--- src/rtl/rob_pkg.sv ---
// ----------------------------------------------------------------------------
// rob_pkg
// Shared constants and helpers for the in-order result reorder buffer.
// ----------------------------------------------------------------------------
package rob_pkg;

   // Number of slots in the reorder window.
   localparam int WINDOW       = 16;
   localparam int IDX_BITS     = $clog2(WINDOW);
   // Width of the sequence numbers; numbers wrap modulo 2^SEQ_BITS.
   localparam int SEQ_BITS     = 16;
   // Width of the main and the debug word.
   localparam int PAYLOAD_BITS = 64;
   // One memory word holds the debug word above the main word.
   localparam int SLOT_BITS    = 2 * PAYLOAD_BITS;

   typedef logic [IDX_BITS-1:0]     idx_type;
   typedef logic [SEQ_BITS-1:0]     seq_type;
   typedef logic [PAYLOAD_BITS-1:0] payload_type;

   // Next slot index, wrapping at the end of the window.
   function automatic idx_type next_idx(input idx_type idx);
      idx_type result;
      if (idx == idx_type'(WINDOW - 1)) begin
         result = '0;
      end else begin
         result = idx + idx_type'(1);
      end
      return result;
   endfunction

endpackage

--- src/rtl/rob_ram.sv ---
// ----------------------------------------------------------------------------
// rob_ram
// Generic single-clock RAM with one write port and one registered read port.
// ----------------------------------------------------------------------------
module rob_ram #(
   parameter int WIDTH = 8,
   parameter int DEPTH = 16
) (
   input  logic                     clock,
   input  logic                     wr_en,
   input  logic [$clog2(DEPTH)-1:0] wr_addr,
   input  logic [WIDTH-1:0]         wr_data,
   input  logic                     rd_en,
   input  logic [$clog2(DEPTH)-1:0] rd_addr,
   output logic [WIDTH-1:0]         rd_data
);

   logic [WIDTH-1:0] mem_ff [DEPTH];
   logic [WIDTH-1:0] rd_data_ff;

   // Write port.
   always_ff @(posedge clock) begin
      if (wr_en) begin
         mem_ff[wr_addr] <= wr_data;
      end
   end

   // Read port; the data holds until the next read.
   always_ff @(posedge clock) begin
      if (rd_en) begin
         rd_data_ff <= mem_ff[rd_addr];
      end
   end

   assign rd_data = rd_data_ff;

endmodule

--- src/rtl/in_order_result_reorder_buffer.sv ---
// ----------------------------------------------------------------------------
// in_order_result_reorder_buffer
// Releases tagged results strictly in sequence order, buffering early ones.
// ----------------------------------------------------------------------------
//
//  Channel  Direction  Handshake            Contents
//  req_     in         req_valid/req_ready  sequence id, main word, debug word
//  rsp_     out        rsp_valid/rsp_ready  sequence id, words, rejected, last
//
//  A request that is stored or rejected leaves the block idle. A request
//  with the expected number drains its buffered successors one per cycle
//  while the output is free, through the slot memory's registered read port.
//  Reset is synchronous; it clears the expected number, the head index, the
//  slot valid bits and the output valid bit. The slot memory is not cleared.
//  A stalled response holds the output register, and no request is taken
//  until it is free and any drain has finished.
//
module in_order_result_reorder_buffer (
   input  logic                       clock,
   input  logic                       reset,
   input  logic                       req_valid,
   output logic                       req_ready,
   input  rob_pkg::seq_type           req_sequence_id,
   input  rob_pkg::payload_type       req_payload,
   input  rob_pkg::payload_type       req_debug_payload,
   output logic                       rsp_valid,
   input  logic                       rsp_ready,
   output rob_pkg::seq_type           rsp_out_sequence_id,
   output rob_pkg::payload_type       rsp_out_payload,
   output rob_pkg::payload_type       rsp_out_debug_payload,
   output logic                       rsp_rejected,
   output logic                       rsp_last
);
   import rob_pkg::*;

   localparam logic ST_IDLE  = 1'b0;
   localparam logic ST_DRAIN = 1'b1;

   logic                 state_ff, state_in;
   seq_type              expected_ff, expected_in;
   idx_type              head_ff, head_in;
   logic [WINDOW-1:0]    slot_valid_ff, slot_valid_in;

   logic                 rsp_valid_ff, rsp_valid_in;
   seq_type              rsp_seq_ff, rsp_seq_in;
   payload_type          rsp_pay_ff, rsp_pay_in;
   payload_type          rsp_dbg_ff, rsp_dbg_in;
   logic                 rsp_rej_ff, rsp_rej_in;
   logic                 rsp_last_ff, rsp_last_in;

   logic                 out_free;
   logic                 accept;
   seq_type              ahead;
   logic                 in_window;
   logic [IDX_BITS:0]    store_sum;
   idx_type              store_idx;
   idx_type              head_nx;

   logic                 ram_wr_en;
   logic                 ram_rd_en;
   idx_type              ram_rd_addr;
   logic [SLOT_BITS-1:0] ram_rd_data;

   // Handshake on both sides.
   assign out_free  = !rsp_valid_ff || rsp_ready;
   assign req_ready = (state_ff == ST_IDLE) && out_free;
   assign accept    = req_valid && req_ready;

   // Distance ahead of the expected number and the slot it maps to.
   assign ahead     = req_sequence_id - expected_ff;
   assign in_window = ahead < seq_type'(WINDOW);
   assign store_sum = {1'b0, head_ff} + {1'b0, ahead[IDX_BITS-1:0]};
   assign store_idx = (store_sum >= (IDX_BITS+1)'(WINDOW)) ?
                      idx_type'(store_sum - (IDX_BITS+1)'(WINDOW)) :
                      idx_type'(store_sum);
   assign head_nx   = next_idx(head_ff);

   // Early requests are written to their slot; drains read the next slot.
   assign ram_wr_en = accept && (ahead != '0) && in_window;

   // Control and output register next values.
   always_comb begin
      state_in      = state_ff;
      expected_in   = expected_ff;
      head_in       = head_ff;
      slot_valid_in = slot_valid_ff;
      rsp_valid_in  = rsp_valid_ff && !rsp_ready;
      rsp_seq_in    = rsp_seq_ff;
      rsp_pay_in    = rsp_pay_ff;
      rsp_dbg_in    = rsp_dbg_ff;
      rsp_rej_in    = rsp_rej_ff;
      rsp_last_in   = rsp_last_ff;
      ram_rd_en     = 1'b0;
      ram_rd_addr   = head_nx;

      unique case (state_ff)
         ST_IDLE: begin
            if (accept) begin
               if (ahead == '0) begin
                  // Expected number: release it and start a drain if the
                  // next slot is filled.
                  rsp_valid_in = 1'b1;
                  rsp_seq_in   = req_sequence_id;
                  rsp_pay_in   = req_payload;
                  rsp_dbg_in   = req_debug_payload;
                  rsp_rej_in   = 1'b0;
                  rsp_last_in  = !slot_valid_ff[head_nx];
                  expected_in  = expected_ff + seq_type'(1);
                  head_in      = head_nx;
                  if (slot_valid_ff[head_nx]) begin
                     ram_rd_en = 1'b1;
                     state_in  = ST_DRAIN;
                  end
               end else if (in_window) begin
                  // Ahead inside the window: mark the slot as filled.
                  slot_valid_in[store_idx] = 1'b1;
               end else begin
                  // Outside the window: one rejected response.
                  rsp_valid_in = 1'b1;
                  rsp_seq_in   = req_sequence_id;
                  rsp_pay_in   = '0;
                  rsp_dbg_in   = '0;
                  rsp_rej_in   = 1'b1;
                  rsp_last_in  = 1'b1;
               end
            end
         end
         ST_DRAIN: begin
            // Slot at the head has been read; release it when there is room.
            if (out_free) begin
               rsp_valid_in           = 1'b1;
               rsp_seq_in             = expected_ff;
               rsp_pay_in             = ram_rd_data[PAYLOAD_BITS-1:0];
               rsp_dbg_in             = ram_rd_data[SLOT_BITS-1:PAYLOAD_BITS];
               rsp_rej_in             = 1'b0;
               rsp_last_in            = !slot_valid_ff[head_nx];
               slot_valid_in[head_ff] = 1'b0;
               expected_in            = expected_ff + seq_type'(1);
               head_in                = head_nx;
               if (slot_valid_ff[head_nx]) begin
                  ram_rd_en = 1'b1;
               end else begin
                  state_in = ST_IDLE;
               end
            end
         end
         default: begin
            state_in = ST_IDLE;
         end
      endcase
   end

   // Control registers.
   always_ff @(posedge clock) begin
      if (reset) begin
         state_ff      <= ST_IDLE;
         expected_ff   <= '0;
         head_ff       <= '0;
         slot_valid_ff <= '0;
         rsp_valid_ff  <= 1'b0;
      end else begin
         state_ff      <= state_in;
         expected_ff   <= expected_in;
         head_ff       <= head_in;
         slot_valid_ff <= slot_valid_in;
         rsp_valid_ff  <= rsp_valid_in;
      end
   end

   // Output payload registers.
   always_ff @(posedge clock) begin
      rsp_seq_ff  <= rsp_seq_in;
      rsp_pay_ff  <= rsp_pay_in;
      rsp_dbg_ff  <= rsp_dbg_in;
      rsp_rej_ff  <= rsp_rej_in;
      rsp_last_ff <= rsp_last_in;
   end

   // Slot memory holding the debug and main words of early requests.
   rob_ram #(
      .WIDTH (SLOT_BITS),
      .DEPTH (WINDOW)
   ) u_slot_ram (
      .clock   (clock),
      .wr_en   (ram_wr_en),
      .wr_addr (store_idx),
      .wr_data ({req_debug_payload, req_payload}),
      .rd_en   (ram_rd_en),
      .rd_addr (ram_rd_addr),
      .rd_data (ram_rd_data)
   );

   assign rsp_valid             = rsp_valid_ff;
   assign rsp_out_sequence_id   = rsp_seq_ff;
   assign rsp_out_payload       = rsp_pay_ff;
   assign rsp_out_debug_payload = rsp_dbg_ff;
   assign rsp_rejected          = rsp_rej_ff;
   assign rsp_last              = rsp_last_ff;

   // The slot of the expected number is never filled while idle.
   a_head_empty_idle: assert property (@(posedge clock) disable iff (reset)
      state_ff == ST_IDLE |-> !slot_valid_ff[head_ff])
      else $error("head slot filled while idle");

   // A drain only runs on a filled head slot.
   a_drain_filled: assert property (@(posedge clock) disable iff (reset)
      state_ff == ST_DRAIN |-> slot_valid_ff[head_ff])
      else $error("drain on an empty slot");

   // Every drained response advances the expected number by one.
   a_drain_advance: assert property (@(posedge clock) disable iff (reset)
      (state_ff == ST_DRAIN && out_free) |=>
         expected_ff == $past(expected_ff) + seq_type'(1))
      else $error("expected number did not advance on drain");

   // A rejected response carries zero words and ends its run.
   a_reject_form: assert property (@(posedge clock) disable iff (reset)
      (rsp_valid && rsp_rejected) |->
         (rsp_last && rsp_out_payload == '0 && rsp_out_debug_payload == '0))
      else $error("malformed rejected response");

endmodule

--- config.mk ---
export PLATFORM = sky130hd
export DESIGN_NAME = in_order_result_reorder_buffer
export DESIGN_NICKNAME = d
export VERILOG_FILES = /design/src/rtl/rob_pkg.sv /design/src/rtl/rob_ram.sv /design/src/rtl/in_order_result_reorder_buffer.sv
export SDC_FILE = /design/constraint.sdc
export NUM_CORES = 2
export LEC_CHECK = 0
export ABC_AREA = 1
export BUFFER_PORTS_ARGS = -buffer_cell sky130_fd_sc_hd__buf_2
export CAP_MARGIN = 20
export CORE_ASPECT_RATIO = 0.6
export CORE_MARGIN = 3
export CORE_UTILIZATION = 42
export DETAILED_ROUTE_END_ITERATION = 12
export PLACE_DENSITY = 0.69
export SLEW_MARGIN = 40
export SYNTH_ARGS = -nofsm -noshare
export SYNTH_HDL_FRONTEND = slang
export SYNTH_SLANG_ARGS = --single-unit
--- constraint.sdc ---
create_clock -name clock -period 28.6 [get_ports clock]
set_clock_uncertainty 0.05 [all_clocks]
set_input_delay 2.86 -clock clock [delete_from_list [all_inputs] [get_ports clock]]
set_output_delay 2.86 -clock clock [all_outputs]
set_load 0.02 [all_outputs]
# Word level (Yosys, flattened, before mapping)
# Memory sizes are Yosys's and may differ from the RTL's. A register that Yosys moved wholly into a read port is not among the register bits.
# Cells that the tools add are included.
classes:
  n_addsub: 5
  mul: 0
  div: 0
  magnitude_cmp: 7
  eq_ne: 7
  shifts: 0
  n_mux: 58
  n_bitwise: 4
  reduce_logical: 16
op_table:
  columns: ["operator", "count"]
  rows:
  - ["$mux W64", 7]
  - ["$pmux W64 S2", 2]
  - ["$mux W16", 11]
  - ["$pmux W16 S2", 3]
  - ["$mux W1", 21]
  - ["$mux W4", 5]
  - ["$add A16 B1 Y16 const B", 1]
  - ["$and A16 B16 Y16", 1]
  - ["$logic_not A16 Y1", 1]
  - ["$lt A16 B5 Y1 const B", 1]
  - ["$not A16 Y16", 1]
  - ["$or A16 B16 Y16", 1]
  - ["$reduce_bool A16 Y1", 1]
  - ["$sub A16 B16 Y16", 1]
  - ["$lt A4 B5 Y1 const B", 3]
  - ["$pmux W1 S2", 5]
  - ["$demux W1 S4", 2]
  - ["$ge A4 B1 Y1 const B", 2]
  - ["$pmux W4 S2", 1]
  - ["$logic_and A1 B1 Y1", 7]
  - ["$ne A2 B2 Y1 const B", 3]
  - ["$reduce_and A3 Y1", 2]
  - ["$add A4 B4 Y5", 1]
  - ["$ge A5 B5 Y1 const B", 1]
  - ["other kinds (10)", 13]
word_totals:
  reg_bits: 184
  latchBits: 0
  ramBits: 2048
  romBits: 0
  input_bits: 148
  out_inout_bits: 148
  elab_cells: 108
  memories: 1
mem_list:
  columns: ["name", "words", "width", "rd", "rd_clocked_by_memory_dff", "wr", "line_no", "text"]
  rows:
  - ["u_slot_ram.mem_ff", 16, 128, 1, 1, 1, "rob_ram.sv:18", "logic [WIDTH-1:0] mem_ff [DEPTH];"]

# Longest topological paths before layout
depth:
  depth_word: 13
  ltp_mapped: 20
  mapped_depth_nobuf: 20

# Hierarchy
# A second synthesis with hierarchy kept.
hier_totals:
  hier_cells: 9033
  area_unflattened_um2: 99071.3
by_module_without_submodules:
  columns: ["mod", "instances", "cells_each", "area_each_um2"]
  rows:
  - ["rob_ram", 1, 7786, 88899.0]
  - ["in_order_result_reorder_buffer", 1, 1247, 10172.3]

# Least setup slack after synthesis
# No wires, ideal clock.
synth_timing:
  kind: "input port to flip-flop"
  start: "input req_sequence_id[0]"
  end: "memory u_slot_ram.mem_ff[15][0] (netlist bit), enable pin"
  setup_time_ps: 772
  arrival_ps: 13643
  setup_slack_ps: 14135
  path_stages: 14
  path_buffers: 0
  cell_sequence: "inv_1 ha_1 fa_1 xnor2_1 ha_1 a21oi_1 nand2_1 xor2_1 or2_2 nand2_1 inv_1 nor2_1 inv_1 nor3_1"
synth_via:
  elab_chain_len: 6
  word_cells_on_any_way: 11
synth_lines:
  columns: ["element", "line_no", "text"]
  rows:
  - ["start, declared", "in_order_result_reorder_buffer.sv:23", "input rob_pkg::seq_type req_sequence_id,"]
  - ["$sub A16 B16 Y16 (*)", "in_order_result_reorder_buffer.sv:70", "assign ahead = req_sequence_id - expected_ff;"]
  - ["parallel branches: the longest is 5 deep, another holds $add A4 B4 Y5", null, null]
  - ["end, declared", "rob_ram.sv:18", null]
# Every way passes the cells marked *.

# Worst setup path after layout
layout_timing:
  start: "input req_sequence_id[0]"
  end: "memory u_slot_ram.mem_ff[12][54] (netlist bit), enable pin"
# Same word-level chain as after synthesis.

==> results list <==
* Library cell contributing the largest single delay on the critical path: sky130_fd_sc_hd__buf_4
- Number of violations reported at the end of detailed-routing iteration 0: 7879
* Via count: 59060
- First drt pass iteration count: 6
- Averaged over all synthesized cells, the footprint is 13.18 sq um.
* Syn Inst Count: 7036
* Final Hold Fails: 0
- Half-perimeter wire length of the detailed placement result: 140900 microns
- Per report_power, the sequential group accounts for 56.9% of the total.
- Cell internal power was estimated by the tool at 5.340 mW.
* Smallest setup slack after layout: 21200 ps
- Tmin final: 7400 ps
* Setup_tns: 0 ps
- Final critical-path share of the clock period: 25.87%
- The routed design has 254500 microns of wire.
- Clock tree from TritonCTS: yes
- In this run the worst setup path begins at req_sequence_id[0].
- Count of flip-flops with a built-in enable after synthesis: 2322
* Worst setup slack after placement: 20240 ps
- Filler instances: 18640
- GRT Total Usage: 21.72%
* Drt drc: 0
- Post-CTS repair changed the size of 0 cells.
- The number of antenna violations at the first check in global routing came to 20.
- Main flop type after synthesis: sky130_fd_sc_hd__edfxtp_1
* Largest net degree at the start of global routing: 204
- In this run the deepest clock path goes through 4 buffers.
* Max Slew Vio Count: 0
- Unrepaired setup endpoints after global routing: no
* Cells along the critical path: buf_2 -> inv_1 -> ha_1 -> fa_1 -> xnor2_1 -> ha_1 -> a21oi_1 -> nand2_1 -> xor2_1 -> or2_2 -> nand2_1 -> inv_1 -> nor2_1 -> inv_1 -> nor3_2 -> buf_4 -> buf_4 -> buf_4
* Library cell with the largest summed area after synthesis: sky130_fd_sc_hd__edfxtp_1
* Tightest Pin Transition: 977.0 ps
- The worst register-to-register path begins at expected_ff[10].
- For this run the aggregate overflow at the end of global routing stands at 0.
- Fraction of layout instances using a drive strength above 1: 10.13%
- Share of synthesized flip-flops with an asynchronous set or reset: 0%
- During synthesis, Yosys emitted a total of 0 warnings.
* Register-to-register setup slack: 22820 ps
* # port buffers: 295
- Max-cap violations in this run came to 0.
- The number of different library cells used by synthesis comes to 49.
- CP required: 28980 ps
- CTS built an H-tree with a depth of 4.
* Vias per std cell: 5.774
- The area growth from synthesis to layout is 11.97%.
- After clock tree synthesis, the clock-pin slew on the worst setup and hold paths is 70 ps.
* Number of nets in the finished design: 7351
- The largest single stage delay on the critical path is 770 ps.
- Count of state elements after synthesis: 2360
* WL/cell: 24.88 microns
- The initial utilization of the core area, before any placement, comes to 42.59%.
* Highest net fanout along the worst path: 48
- When the netlist entered floorplanning its net count stood at 7209.
- The tightest min-delay check is of the reg2reg type.
- Routability-driven placement finished with a final weighted congestion of 0.8307.
- After synthesis, flip-flops and latches occupy 76.03% of the total area.
- In this run the most critical hold path is launched from slot_valid_ff[4].
- Relative slew slack: 34.87%
- Largest cells by area after synthesis: sky130_fd_sc_hd__edfxtp_1 75%, sky130_fd_sc_hd__o21ai_0 5.3%, sky130_fd_sc_hd__nor2_1 4.0%
* Crit start category: input port
- Hold-fix buffers at CTS: 0
- Insertion delay to the later sink of the worst-skew pair: 850 ps
- Achievable Freq: 135.1 MHz
- Number of top-level pins: 296
* Vias in the first global route: 55490
- First-pass GRT wire length: 373100 microns
- Among all cell types in the netlist, the one instantiated most often is sky130_fd_sc_hd__edfxtp_1.
* Number of buffers added by the clock tree synthesis step: 209
* Logic gate share of total power: 1.8%
- Area of the multi-input gates: 19450 sq um
- Netlist area before placement: 92710 sq um
* Die Footprint: 226600 sq um
- Core Area: 217700 sq um
* Net switching power: 1.343 mW
- Number of core rows: 132
- Library cell used as clock root buffer: sky130_fd_sc_hd__clkbuf_16
* Worst ir drop on vdd: 0.00005480 V
- The die is 612.5 microns wide.
- Overall die height: 369.9 microns
* Crit path DAT: 7780 ps
- Standby leakage power: 34.08 nW
- Pwr/cell area: 64.38 nW/um^2
- Setup fix buffers added after clock tree synthesis: 0
- The run finished with clean final reports.
- Routed Antenna Nets: 0
- CTS saw 2360 sinks.
- Critical path start-end classification: in2reg
- Fraction of synthesized cell area taken by the top area cell type: 75.21%
* Final count of negative-setup-slack endpoints: 0
- Proportion of total power due to net switching: 20.10%
* Portion of total power attributed to the clock network: 41.2%
- By count the netlist is led by 2322 x sky130_fd_sc_hd__edfxtp_1, 987 x sky130_fd_sc_hd__o21ai_0, 983 x sky130_fd_sc_hd__nor2_1.
- The design draws 6.683 mW.
- The sequential cells in the finished layout cover a total of 70490 sq um.
- STA classifies the critical path endpoint as a register.
worst max-delay path: cells and delay by family:
family | cells | cell delay, ps
buffers and inverters | 7 | 2460
adder cells (fa/ha/maj) | 3 | 980
AO/OA/AOI/OAI | 1 | 150
XOR/XNOR | 2 | 460
AND/OR/NAND/NOR | 5 | 770
registers in the layout, summed over array words and instances, names as in the netlist, 4 cells and up:
register	count
expected_ff	16
slot_valid_ff	16
rsp_out_debug_payload	64
rsp_out_sequence_id	16
rsp_out_payload	64
head_ff	4
u_slot_ram.rd_data	128
u_slot_ram.mem_ff	2048
cell usage in the layout (no fill, tap or decap), types with 14 or more instances in the layout:
| cell type | n |
|---|---|
| sky130_fd_sc_hd__nor3_2 | 17 |
| sky130_fd_sc_hd__nand3_1 | 248 |
| sky130_fd_sc_hd__o221ai_1 | 132 |
| sky130_fd_sc_hd__clkinv_2 | 38 |
| sky130_fd_sc_hd__o21ai_1 | 127 |
| sky130_fd_sc_hd__nand2_1 | 807 |
| sky130_fd_sc_hd__buf_12 | 17 |
| sky130_fd_sc_hd__edfxtp_1 | 2322 |
| sky130_fd_sc_hd__a31oi_1 | 36 |
| sky130_fd_sc_hd__a221oi_1 | 14 |
| sky130_fd_sc_hd__buf_4 | 50 |
| sky130_fd_sc_hd__bufinv_16 | 18 |
| sky130_fd_sc_hd__buf_6 | 29 |
| sky130_fd_sc_hd__o21ai_0 | 986 |
| sky130_fd_sc_hd__a21oi_1 | 117 |
| sky130_fd_sc_hd__inv_1 | 236 |
| sky130_fd_sc_hd__clkbuf_16 | 212 |
| sky130_fd_sc_hd__ha_1 | 22 |
| sky130_fd_sc_hd__dfxtp_1 | 37 |
| sky130_fd_sc_hd__clkbuf_1 | 35 |
| sky130_fd_sc_hd__o22ai_1 | 250 |
| sky130_fd_sc_hd__clkinv_1 | 58 |
| sky130_fd_sc_hd__o211ai_1 | 98 |
| sky130_fd_sc_hd__buf_2 | 295 |
| sky130_fd_sc_hd__xor2_1 | 18 |
| sky130_fd_sc_hd__nor2_1 | 982 |
metrics by stage:
stage / hold WS [ps] / area, sq um / cells / utilization (%)
after floorplan: 375.3 / 92710 / 7036 / -
after global placement: 390.2 / 96800 / 9834 / 44.47
after detailed placement: 393.6 / 97070 / 9842 / 44.59
after CTS: 415.3 / 103600 / 10220 / 47.59
after global routing: 439.1 / 103800 / 10220 / 47.68
final: 419.9 / 103800 / 10230 / 47.69
final timing paths:
path,depth (start not counted),end
worst max-delay path,18,u_slot_ram.mem_ff[12][54]
worst min-delay path,2,slot_valid_ff[4]
worst max register to register,16,u_slot_ram.mem_ff[12][54]
worst min register to register,2,slot_valid_ff[4]
power by group through the flow:
| stage | combinational, mW | sequential [mW] | clock (mW) |
|---|---|---|---|
| 2_1_floorplan | 0.0235 | 3.89 | 0 |
| 3_3_place_gp | 0.121 | 3.88 | 0 |
| 3_5_place_dp | 0.124 | 3.88 | 0 |
| 4_1_cts | 0.124 | 3.81 | 2.80 |
| 5_1_grt | 0.133 | 3.80 | 2.93 |
| 6_report | 0.122 | 3.81 | 2.76 |
kinds of logic (layout without fill, tap and decap cells):
kind of cell | after synthesis | in the layout | share of synthesized area, %
xor gates and xnor gates | 22 | 22 | 0.2078
AOI/OAI and AO/OA | 1817 | 1817 | 11.28
buffers and inverters | 716 | 1022 | 3.157
and+or+nand+nor | 2096 | 2096 | 8.968
adders and majority gates | 25 | 25 | 0.3536
other | 0 | 6 | 0
DFF | 2360 | 2360 | 76.03
cell type report:
class | count | share of cell area [%]
Inverter | 247 | 0.9209
Tap cell | 2881 | 3.473
Sequential cell | 2360 | 67.91
Clock inverter | 128 | 1.044
Clock buffer | 247 | 5.237
Multi-Input combinational cell | 3960 | 18.74
Timing Repair Buffer | 400 | 2.665
Antenna cell | 6 | 0.01446
layer usage:
| metal | share of wire, % | up-vias | wire length (microns) | global-route usage (%) |
|---|---|---|---|---|
| met5 | 0.036 | - | 91 | 0 |
| met4 | 2.0 | 16 | 5043 | 4.564 |
| met3 | 9.5 | 337 | 24130 | 4.017 |
| met2 | 45 | 3057 | 115400 | 33.18 |
| met1 | 43 | 29420 | 109800 | 32.45 |
| li1 | - | 26230 | - | - |
(Power assumes the default switching activity.)
